### src/hdl/pcbk_pkg.sv
// ----------------------------------------------------------------------------
// pcbk_pkg
// Shared types and constants of the packed 4bpp color-key blitter.
// ----------------------------------------------------------------------------
`timescale 1ns / 1ps
`default_nettype none

package pcbk_pkg;

    // Frame geometry
    localparam int WORDS_PER_ROW = 40;
    localparam int FRAME_ROWS    = 240;
    localparam int FRAME_WORDS   = WORDS_PER_ROW * FRAME_ROWS;

    // Pixel packing
    localparam int PIX_W     = 4;
    localparam int LANES     = 8;
    localparam int WORD_W    = PIX_W * LANES;
    localparam int WORD_SHIFT = 3;

    // Register field widths
    localparam int WIDTH_W  = 9;
    localparam int HEIGHT_W = 8;
    localparam int DX_W     = 9;
    localparam int DY_W     = 8;
    localparam int KEY_W    = PIX_W;
    localparam int CFG_DATA_W  = 9;
    localparam int CFG_INDEX_W = 3;

    // Counter widths
    localparam int ROW_W = 8;
    localparam int COL_W = 6;
    localparam int WORDS_W = WIDTH_W - WORD_SHIFT + 1;
    localparam int DXW_W   = DX_W - WORD_SHIFT;

    // Index widths: full index wide enough for the largest sum and for the
    // frame size compare
    localparam int FRAME_INDEX_W = 15;
    localparam int ROW_SUM_W     = DY_W + 1;
    localparam int IDX_MAX = ((2 ** DY_W - 1) + (2 ** ROW_W - 1)) * WORDS_PER_ROW
                           + (2 ** DXW_W - 1) + (2 ** COL_W - 1);
    localparam int IDX_BITS   = $clog2(IDX_MAX + 1);
    localparam int FRAME_BITS = $clog2(FRAME_WORDS + 1);
    localparam int IDX_W0 = (IDX_BITS > FRAME_BITS) ? IDX_BITS : FRAME_BITS;
    localparam int IDX_W  = (IDX_W0 > FRAME_INDEX_W) ? IDX_W0 : FRAME_INDEX_W;

    // Register reset values
    localparam logic [WIDTH_W-1:0]  SPRITE_WIDTH_RST  = WIDTH_W'(16);
    localparam logic [HEIGHT_W-1:0] SPRITE_HEIGHT_RST = HEIGHT_W'(32);
    localparam logic [DX_W-1:0]     DEST_X_RST        = '0;
    localparam logic [DY_W-1:0]     DEST_Y_RST        = '0;
    localparam logic [KEY_W-1:0]    KEY_RST           = KEY_W'(1);

    // Register indexes
    typedef enum logic [CFG_INDEX_W-1:0] {
        REG_SPRITE_WIDTH      = 3'd0,
        REG_SPRITE_HEIGHT     = 3'd1,
        REG_DEST_X            = 3'd2,
        REG_DEST_Y            = 3'd3,
        REG_TRANSPARENT_INDEX = 3'd4
    } cfg_reg_t;

    typedef struct packed {
        logic [WIDTH_W-1:0]  sprite_width;
        logic [HEIGHT_W-1:0] sprite_height;
        logic [DX_W-1:0]     dest_x;
        logic [DY_W-1:0]     dest_y;
        logic [KEY_W-1:0]    transparent_index;
    } cfg_t;

    // Destination info for the word at the head of the input
    typedef struct packed {
        logic [FRAME_INDEX_W-1:0] frame_word_index;
        logic                     out_of_frame;
        logic                     last_word;
    } addr_info_t;

    typedef struct packed {
        logic [WORD_W-1:0] merged_word;
        addr_info_t        info;
    } result_t;

endpackage

`default_nettype wire

### src/hdl/pcbk_lane.sv
// ----------------------------------------------------------------------------
// pcbk_lane
// One nibble lane: pass the sprite pixel unless it matches the color key.
// ----------------------------------------------------------------------------
`timescale 1ns / 1ps
`default_nettype none

module pcbk_lane
    import pcbk_pkg::*;
(
    input  wire logic [PIX_W-1:0] sprite_pix,
    input  wire logic [PIX_W-1:0] background_pix,
    input  wire logic [KEY_W-1:0] key,
    output logic      [PIX_W-1:0] merged_pix
);

    assign merged_pix = (sprite_pix == key) ? background_pix : sprite_pix;

endmodule

`default_nettype wire

### src/hdl/pcbk_addr.sv
// ----------------------------------------------------------------------------
// pcbk_addr
// Row/column walk over the sprite and destination word index generation.
// ----------------------------------------------------------------------------
`timescale 1ns / 1ps
`default_nettype none

module pcbk_addr
    import pcbk_pkg::*;
(
    input  wire logic       clk,
    input  wire logic       rst_n,
    input  wire cfg_t       cfg,
    input  wire logic       advance,
    output addr_info_t      info
);

    logic [ROW_W-1:0]     row_count_reg, row_count_next;
    logic [COL_W-1:0]     word_col_count_reg, word_col_count_next;
    logic [WIDTH_W:0]     width_rounded;
    logic [WORDS_W-1:0]   words;
    logic [COL_W-1:0]     words_m1;
    logic [ROW_W-1:0]     rows_m1;
    logic                 row_end;
    logic                 last;
    logic [ROW_SUM_W-1:0] row_sum;
    logic [IDX_W-1:0]     row_base;
    logic [IDX_W-1:0]     full_idx;

    // Zero width or height counts as one word / one row
    assign width_rounded = {1'b0, cfg.sprite_width} + (WIDTH_W+1)'(LANES - 1);
    assign words         = width_rounded[WIDTH_W:WORD_SHIFT];
    assign words_m1      = (words == '0) ? '0 : COL_W'(words - WORDS_W'(1));
    assign rows_m1       = (cfg.sprite_height == '0) ? '0
                         : ROW_W'(cfg.sprite_height - HEIGHT_W'(1));

    assign row_end = (word_col_count_reg >= words_m1);
    assign last    = row_end && (row_count_reg >= rows_m1);

    assign row_sum  = ROW_SUM_W'(cfg.dest_y) + ROW_SUM_W'(row_count_reg);
    assign row_base = IDX_W'(row_sum) * IDX_W'(WORDS_PER_ROW);
    assign full_idx = row_base + IDX_W'(cfg.dest_x[DX_W-1:WORD_SHIFT])
                    + IDX_W'(word_col_count_reg);

    assign info.frame_word_index = full_idx[FRAME_INDEX_W-1:0];
    assign info.out_of_frame     = (full_idx >= IDX_W'(FRAME_WORDS));
    assign info.last_word        = last;

    always_comb
    begin
        row_count_next      = row_count_reg;
        word_col_count_next = word_col_count_reg;
        if (advance)
        begin
            priority if (last)
            begin
                row_count_next      = '0;
                word_col_count_next = '0;
            end
            else if (row_end)
            begin
                row_count_next      = row_count_reg + ROW_W'(1);
                word_col_count_next = '0;
            end
            else
            begin
                word_col_count_next = word_col_count_reg + COL_W'(1);
            end
        end
    end

    always_ff @(posedge clk or negedge rst_n)
    begin
        if (!rst_n)
        begin
            row_count_reg      <= '0;
            word_col_count_reg <= '0;
        end
        else
        begin
            row_count_reg      <= row_count_next;
            word_col_count_reg <= word_col_count_next;
        end
    end

endmodule

`default_nettype wire

### src/hdl/packed_4bpp_color_key_blit.sv
// ----------------------------------------------------------------------------
// packed_4bpp_color_key_blit
// Color-key sprite blitter for a packed 4-bit indexed framebuffer.
// ----------------------------------------------------------------------------
// Each input transaction pairs one sprite word (eight 4-bit pixels, pixel i in
// bits 4i+3..4i) with the framebuffer word at its destination; each result
// transaction carries the merged word, its framebuffer word index, an
// out-of-frame flag and a mark on the sprite's final word. Eight nibble lanes
// run side by side, each taking the background pixel where the sprite pixel
// equals transparent_index, and the merge stage packs them into one word
// together with the index from the row/column walker. Throughput is one
// transaction per clock while in_stall is low; the lane compare/select
// and the single constant multiply of the index path both fit between the
// input and the output register. A one-entry skid buffer behind the output
// register keeps input and output handshakes apart, so in_stall is a plain
// register and rises only once both entries hold results. Sprites arrive row
// by row, ceil(sprite_width/8) words per row; dest_x is truncated to a word
// boundary and indices past the frame are flagged, not clipped. Write the
// configuration registers only while no transaction is in flight. There is no
// clearing pass after reset.
// ----------------------------------------------------------------------------
`timescale 1ns / 1ps
`default_nettype none

module packed_4bpp_color_key_blit
    import pcbk_pkg::*;
(
    input  wire logic                     clk,
    input  wire logic                     rst_n,
    // Configuration write port
    input  wire logic                     cfg_we,
    input  wire logic [CFG_INDEX_W-1:0]   cfg_index,
    input  wire logic [CFG_DATA_W-1:0]    cfg_data,
    // Input channel
    input  wire logic                     in_valid,
    output logic                          in_stall,
    input  wire logic [WORD_W-1:0]        sprite_word,
    input  wire logic [WORD_W-1:0]        background_word,
    // Output channel
    output logic                          out_valid,
    input  wire logic                     out_stall,
    output logic      [WORD_W-1:0]        merged_word,
    output logic      [FRAME_INDEX_W-1:0] frame_word_index,
    output logic                          out_of_frame,
    output logic                          last_word
);

    cfg_t       cfg_reg;
    addr_info_t addr_info;
    logic [WORD_W-1:0] lane_word;
    result_t    result;

    result_t    out_data_reg, out_data_next;
    logic       out_valid_reg, out_valid_next;
    result_t    skid_data_reg, skid_data_next;
    logic       skid_valid_reg, skid_valid_next;

    logic       in_accept;
    logic       out_take;

    // ------------------------------------------------------------------
    // Configuration registers; writes beyond the list are dropped
    // ------------------------------------------------------------------
    always_ff @(posedge clk or negedge rst_n)
    begin
        if (!rst_n)
        begin
            cfg_reg.sprite_width      <= SPRITE_WIDTH_RST;
            cfg_reg.sprite_height     <= SPRITE_HEIGHT_RST;
            cfg_reg.dest_x            <= DEST_X_RST;
            cfg_reg.dest_y            <= DEST_Y_RST;
            cfg_reg.transparent_index <= KEY_RST;
        end
        else if (cfg_we)
        begin
            unique case (cfg_reg_t'(cfg_index))
                REG_SPRITE_WIDTH:      cfg_reg.sprite_width  <= cfg_data[WIDTH_W-1:0];
                REG_SPRITE_HEIGHT:     cfg_reg.sprite_height <= cfg_data[HEIGHT_W-1:0];
                REG_DEST_X:            cfg_reg.dest_x        <= cfg_data[DX_W-1:0];
                REG_DEST_Y:            cfg_reg.dest_y        <= cfg_data[DY_W-1:0];
                REG_TRANSPARENT_INDEX: cfg_reg.transparent_index <= cfg_data[KEY_W-1:0];
                default: ;
            endcase
        end
    end

    // ------------------------------------------------------------------
    // Handshake: input stalls only while the skid entry is occupied
    // ------------------------------------------------------------------
    assign in_stall  = skid_valid_reg;
    assign in_accept = in_valid && !skid_valid_reg;
    assign out_take  = out_valid_reg && !out_stall;

    // ------------------------------------------------------------------
    // Row/column walker: advance on every accepted transaction
    // ------------------------------------------------------------------
    pcbk_addr u_addr (
        .clk     (clk),
        .rst_n   (rst_n),
        .cfg     (cfg_reg),
        .advance (in_accept),
        .info    (addr_info)
    );

    // ------------------------------------------------------------------
    // Eight color-key lanes
    // ------------------------------------------------------------------
    for (genvar g = 0; g < LANES; g++)
    begin : g_lane
        pcbk_lane u_lane (
            .sprite_pix     (sprite_word[g*PIX_W +: PIX_W]),
            .background_pix (background_word[g*PIX_W +: PIX_W]),
            .key            (cfg_reg.transparent_index),
            .merged_pix     (lane_word[g*PIX_W +: PIX_W])
        );
    end

    // Merge: pack lane outputs with the destination info
    assign result.merged_word = lane_word;
    assign result.info        = addr_info;

    // ------------------------------------------------------------------
    // Output register plus skid entry
    // ------------------------------------------------------------------
    always_comb
    begin
        out_data_next   = out_data_reg;
        out_valid_next  = out_valid_reg;
        skid_data_next  = skid_data_reg;
        skid_valid_next = skid_valid_reg;
        if (skid_valid_reg)
        begin
            // Drain the skid entry into the output register
            if (out_take)
            begin
                out_data_next   = skid_data_reg;
                out_valid_next  = 1'b1;
                skid_valid_next = 1'b0;
            end
        end
        else if (in_accept)
        begin
            if (!out_valid_reg || out_take)
            begin
                out_data_next  = result;
                out_valid_next = 1'b1;
            end
            else
            begin
                // Output held: park the new result in the skid entry
                skid_data_next  = result;
                skid_valid_next = 1'b1;
            end
        end
        else if (out_take)
        begin
            out_valid_next = 1'b0;
        end
    end

    always_ff @(posedge clk or negedge rst_n)
    begin
        if (!rst_n)
        begin
            out_valid_reg  <= 1'b0;
            skid_valid_reg <= 1'b0;
        end
        else
        begin
            out_valid_reg  <= out_valid_next;
            skid_valid_reg <= skid_valid_next;
        end
    end

    always_ff @(posedge clk)
    begin
        out_data_reg  <= out_data_next;
        skid_data_reg <= skid_data_next;
    end

    assign out_valid        = out_valid_reg;
    assign merged_word      = out_data_reg.merged_word;
    assign frame_word_index = out_data_reg.info.frame_word_index;
    assign out_of_frame     = out_data_reg.info.out_of_frame;
    assign last_word        = out_data_reg.info.last_word;

    // ------------------------------------------------------------------
    // Assertions
    // ------------------------------------------------------------------
    // Skid entry fills only behind a held output
    a_skid_behind_out: assert property (@(posedge clk) disable iff (!rst_n)
        skid_valid_reg |-> out_valid_reg)
        else $error("skid entry valid with empty output register");

    // Accepting into an empty output register lands there, not in the skid
    a_accept_direct: assert property (@(posedge clk) disable iff (!rst_n)
        (in_accept && !out_valid_reg) |=> (out_valid_reg && !skid_valid_reg))
        else $error("transaction into empty output went astray");

    // A taken output with a full skid refills the output and frees the skid
    a_skid_drain: assert property (@(posedge clk) disable iff (!rst_n)
        (skid_valid_reg && !out_stall) |=> (out_valid_reg && !skid_valid_reg))
        else $error("skid entry not drained after output taken");

endmodule

`default_nettype wire
### config.mk
export PLATFORM = sky130hd
export DESIGN_NAME = packed_4bpp_color_key_blit
export DESIGN_NICKNAME = d
export VERILOG_FILES = /design/src/hdl/pcbk_pkg.sv /design/src/hdl/pcbk_lane.sv /design/src/hdl/pcbk_addr.sv /design/src/hdl/packed_4bpp_color_key_blit.sv
export SDC_FILE = /design/constraint.sdc
export NUM_CORES = 1
export LEC_CHECK = 0
export ABC_AREA = 1
export BUFFER_PORTS_ARGS = -buffer_cell sky130_fd_sc_hd__buf_4
export CAP_MARGIN = 40
export CORE_AREA = 2 2 147 149
export CTS_BUF_LIST = sky130_fd_sc_hd__clkbuf_16
export CTS_CLUSTER_DIAMETER = 60
export DETAILED_ROUTE_END_ITERATION = 12
export DIE_AREA = 0 0 149 151
export GPL_TIMING_DRIVEN = 0
export PLACE_DENSITY = 0.66
export REMOVE_ABC_BUFFERS = 1
export SLEW_MARGIN = 0
export SYNTH_ARGS = -nofsm -noshare
export SYNTH_HDL_FRONTEND = slang
export SYNTH_HIERARCHICAL = 1
export SYNTH_SLANG_ARGS = --single-unit
### constraint.sdc
create_clock -name clk -period 4.9 [get_ports clk]
set_input_delay 0.49 -clock clk [delete_from_list [all_inputs] [get_ports clk]]
set_output_delay 0.49 -clock clk [all_outputs]
set_load 0.01 [all_outputs]
# [Word level (Yosys, flattened, before mapping)]
# Cells that the tools add are included.
[word_totals] ff_bits=152 output_inout_bits=51 word_cells=95
[classes] addsub=8 n_mux=27 n_eq_ne=14 n_lt_le_gt_ge=3 n_bitwise=2 n_mul=1 n_reduce_logical=23
[op_table] operator="49-bit two-way mux" n=4
[op_table] operator="4-bit == test" n=8
[op_table] operator="4-bit two-way mux" n=8
[op_table] operator="15-bit by 6-bit adder with 15-bit output" n=2
[op_table] operator="8-bit two-way mux" n=3
[op_table] operator="6-bit two-way mux" n=3
[op_table] operator="15-bit by 14-bit greater-or-equal comparator with 1-bit output, second input constant" n=1
[op_table] operator="9-bit by 3-bit multiplier with 12-bit output, second input constant" n=1
[op_table] operator="2-bit AND reduction" n=6
[op_table] operator="9-bit by 3-bit adder with 10-bit output, second input constant" n=1
[op_table] operator="8-bit by 8-bit adder with 9-bit output" n=1
[op_table] operator="1-bit two-way mux" n=9
[op_table] operator="3-bit AND reduction" n=3
[op_table] operator="8-bit by 1-bit adder with 8-bit output, second input constant" n=1
[op_table] operator="8-bit greater-or-equal comparator" n=1
[op_table] operator="8-bit zero test" n=1
[op_table] operator="2-bit nonzero test" n=4
[op_table] operator="8-bit by 1-bit subtractor with 8-bit output, second input constant" n=1
[op_table] operator="7-bit zero test" n=1
[op_table] operator="6-bit by 1-bit adder with 6-bit output, second input constant" n=1
[op_table] operator="3-bit by 2-bit == test with 1-bit output, second input constant" n=2
[op_table] operator="6-bit greater-or-equal comparator" n=1
[op_table] operator="6-bit by 1-bit subtractor with 6-bit output, second input constant" n=1
[op_table] operator="3-bit by 1-bit == test with 1-bit output, second input constant" n=1
[op_table] operator="8 further kinds" n=13

# [Longest topological paths before layout]
[logic_depth] depth_word=8 depth_mapped=26 mapped_depth_nobuf=26

# [Modules after synthesis]
# Netlist, hierarchy kept.
[modules_own_cells] mod="packed_4bpp_color_key_blit" instances=1 cells_per_inst=444 area_per_inst_um2=5208.7 seq_area_each_um2=3947.5
[modules_own_cells] mod="pcbk_addr" instances=1 cells_per_inst=456 area_per_inst_um2=2965.3 seq_area_each_um2=350.3
[modules_own_cells] mod="pcbk_lane" instances=8 cells_per_inst=35 area_per_inst_um2=143.9 seq_area_each_um2=0.0

# [Least setup slack after synthesis]
# OpenSTA, ideal clock, no wires.
[synth_timing] path_type="reg-to-reg" startpoint="register skid_valid_reg, in the netlist in_stall" endpoint="register out_data_reg (netlist bit frame_word_index[0]), enable pin" n_path_buf=2 arrival_ns=4.399 setup_time_ns=0.531 setup_slack_ns=-0.030 stages_incl_launch_ff=6 cell_sequence="dfrtp_1 buf_2 inv_2 buf_4 nand2_2 a21boi_0"
[synth_via] elab_chain_len=4 elab_cells_between_ends=6 cone_classes="eq/ne: 1; reduce/logical: 5"
[synth_lines] item="start, declared" line_no="packed_4bpp_color_key_blit.sv:56" rtl="logic skid_valid_reg, skid_valid_next;"
[synth_lines] item="start signal, assigned" line_no="packed_4bpp_color_key_blit.sv:171" rtl="skid_valid_reg <= skid_valid_next;"
[synth_lines] item="1-bit zero test" line_no="packed_4bpp_color_key_blit.sv:91" rtl="assign in_accept = in_valid && !skid_valid_reg;"
[synth_lines] item="1-bit logical AND" line_no="packed_4bpp_color_key_blit.sv:91"
[synth_lines] item="2-bit nonzero test (no line)"
[synth_lines] item="3-bit AND reduction (no line) *"
[synth_lines] item="end signal, assigned" line_no="packed_4bpp_color_key_blit.sv:177" rtl="out_data_reg <= out_data_next;"
[synth_lines] item="end, declared" line_no="packed_4bpp_color_key_blit.sv:53" rtl="result_t out_data_reg, out_data_next;"
# Every way passes the cells marked *; elsewhere a longest branch is shown, timed or not.
# A chain may end at the register's enable or synchronous reset.

==> impl_metrics.tcl <==
set metrics [dict create \
    first_iter_violations 426 \
    irDropWorstVdd_mv 0.354 \
    crit_fanout 4 \
    ios 132 \
    post_cts_buffers 0 \
    skew_ns 0.00616 \
    drt-wirelength-per-cell_microns 13.0 \
    ys_warn_count 6 \
    die_w_microns 149 \
    fp.coreArea_sq_um 20800 \
    gp_congestion 0.843 \
    worst_slew_pin_slew_ns 0.870 \
    numCtsBuffers 17 \
    hpwl_mm 15.2 \
    die_y_microns 151 \
    routed_wl_mm 20.8 \
    top_layer "met4" \
    track_usage 0.189 \
    clk_latency_ns 0.43 \
    largest_register_ffs 49 \
    p_sw_frac 0.441 \
    finalCritPeriodShare 0.791 \
    p_per_area_nw_per_um2 693 \
    hold_viol 0 \
    dr.pass1.iters 5 \
    grt_pass1_vias 7105 \
    rsz0062_at_grt "false" \
    cts.sinks 149 \
    diodes 0 \
    antenna_found_initial 0 \
    regToRegStartpoint "u_addr/row_count_reg[2]" \
    fin_cells 1594 \
    layout_min_cycle_time_ns 3.88 \
    tns_ns 0 \
    root_buffer "clkbuf_16" \
    p_sw_uw 3420 \
    vias 7548 \
    power_frac_comb 0.539 \
    outcome "finished clean" \
    via_per_inst 4.74 \
    cts_tree "done" \
    reg2reg_depth 22 \
    internal-power_uw 4340 \
    area_growth_pct 21.5 \
    synth.cell_area_sq_um 9210 \
    grt_pass1_wl_mm 33.7 \
    maxSlewViolCount 0 \
    rrSetupSlack_ns 1.02 \
    num-nets-final 1440 \
    cts_max_path_buffers 2 \
    grt_max_degree 52 \
    cp.arrival_ns 4.06 \
    numPortBuffers 131 \
    start_util 0.442 \
    drcViolationCount 0 \
    slew_headroom 0.420 \
    cp.required_ns 5.09 \
    place_inst 1562 \
    avgSynthCellArea_sq_um 7.89 \
    hp-class "input port to asynchronous set/reset pin" \
    clk_pin_slew_worst_paths_ns 0.06 \
    rr_endpoint "out_of_frame" \
    path_class "flip-flop to flip-flop" \
    rows 53 \
    wl_met3_microns 977 \
    finalPower_uw 7760 \
    synth_cells 1168 \
    drive_gt1_frac 0.187 \
    clock.fmax_mhz 258 \
    clockPowerShare 0.169 \
    seqPwrFrac 0.292 \
    p_leak_uw 0.00577 \
    cts_hold_buf 0 \
    end_kind "flip-flop" \
    drv_cap 0 \
    drt-met1-wl_mm 9.53 \
    met2_length_mm 9.79 \
    antenna_left 0 \
    setup_viol 0 \
    ctsResizeCount 0 \
    die_area_sq_um 22500 \
    overflow 0 \
    h-tree-depth 4 \
    cp-start-kind "flip-flop" \
]
-- layer usage --
| layer | GRT usage | vias up |
|---|---|---|
| met2 | 0.316 | 154 |
| met4 | 0.0729 | 0 |
| li1 | - | 3987 |
| met3 | 0.0310 | 32 |
| met1 | 0.248 | 3375 |
| met5 | 0 | - |
-- worst max-delay path by stage --
stage                                  from              endpoint  slack (ns)
finish              u_addr/row_count_reg[2]          out_of_frame        1.02
global route        u_addr/row_count_reg[2]          out_of_frame        0.64
CTS                 u_addr/row_count_reg[2]          out_of_frame        1.01
detailed placement  u_addr/row_count_reg[2]          out_of_frame        1.01
global placement                   in_stall  frame_word_index[13]       -3.69
floorplan                          in_stall   frame_word_index[0]       -0.82
-- through the flow --
step	utilization	setup WS [ns]	hold slack (ns)	area, sq um
global placement	0.502	-3.69	0.456	10400
floorplan	-	-0.819	0.194	9120
global route	0.538	0.640	0.126	11200
finish	0.538	1.02	0.0740	11200
CTS	0.538	1.01	0.101	11200
detailed placement	0.509	1.01	0.458	10600
-- worst max-delay path, cell delays in order (launching register included) --
cell and delay (ns):
dfrtp_1 0.43, ha_1 0.36, a21oi_1 0.16, nand2_1 0.11
xor2_1 0.26, inv_1 0.10, ha_1 0.29, ha_1 0.19
inv_1 0.06, fa_1 0.58, inv_1 0.10, nand2_1 0.07
nor2_1 0.05, a21oi_1 0.25, nor2_2 0.09, nand2_1 0.06
nand2_1 0.08, nand2_1 0.07, nand3_1 0.07, nand2_1 0.06
nand2_1 0.06, nand2_1 0.07, nand2_1 0.04
-- final cells by class --
class / count / area, sq um
fillers: 1947 / 9630
multi-input cells: 840 / 4310
flip-flops and latches: 149 / 4220
repair buffers: 137 / 1110
inverters: 161 / 604
clock buffers: 17 / 425
well taps: 275 / 344
clock inverters: 15 / 171
-- layout by cell type, fill, tap and decap left out, types with 14 or more instances in the layout --
cell	instances
edfxtp_1	98
a21oi_1	21
nor2_1	28
inv_1	154
nor2_2	20
nand2_2	20
dfrtp_1	47
buf_4	131
clkbuf_16	17
ha_1	47
xor2_1	14
nand3_1	94
nand2_1	514
o21ai_0	16
-- power by group through the flow --
stage / registers [uW] / logic (uW) / clock network (uW)
after floorplan: 2340 / 2940 / 0
after global placement: 2350 / 3990 / 0
after detailed placement: 2290 / 4190 / 0
after CTS: 2270 / 4220 / 1340
after global routing: 2310 / 4840 / 1390
final: 2260 / 4180 / 1310
No activity file was read; power rests on OpenSTA's default activity.
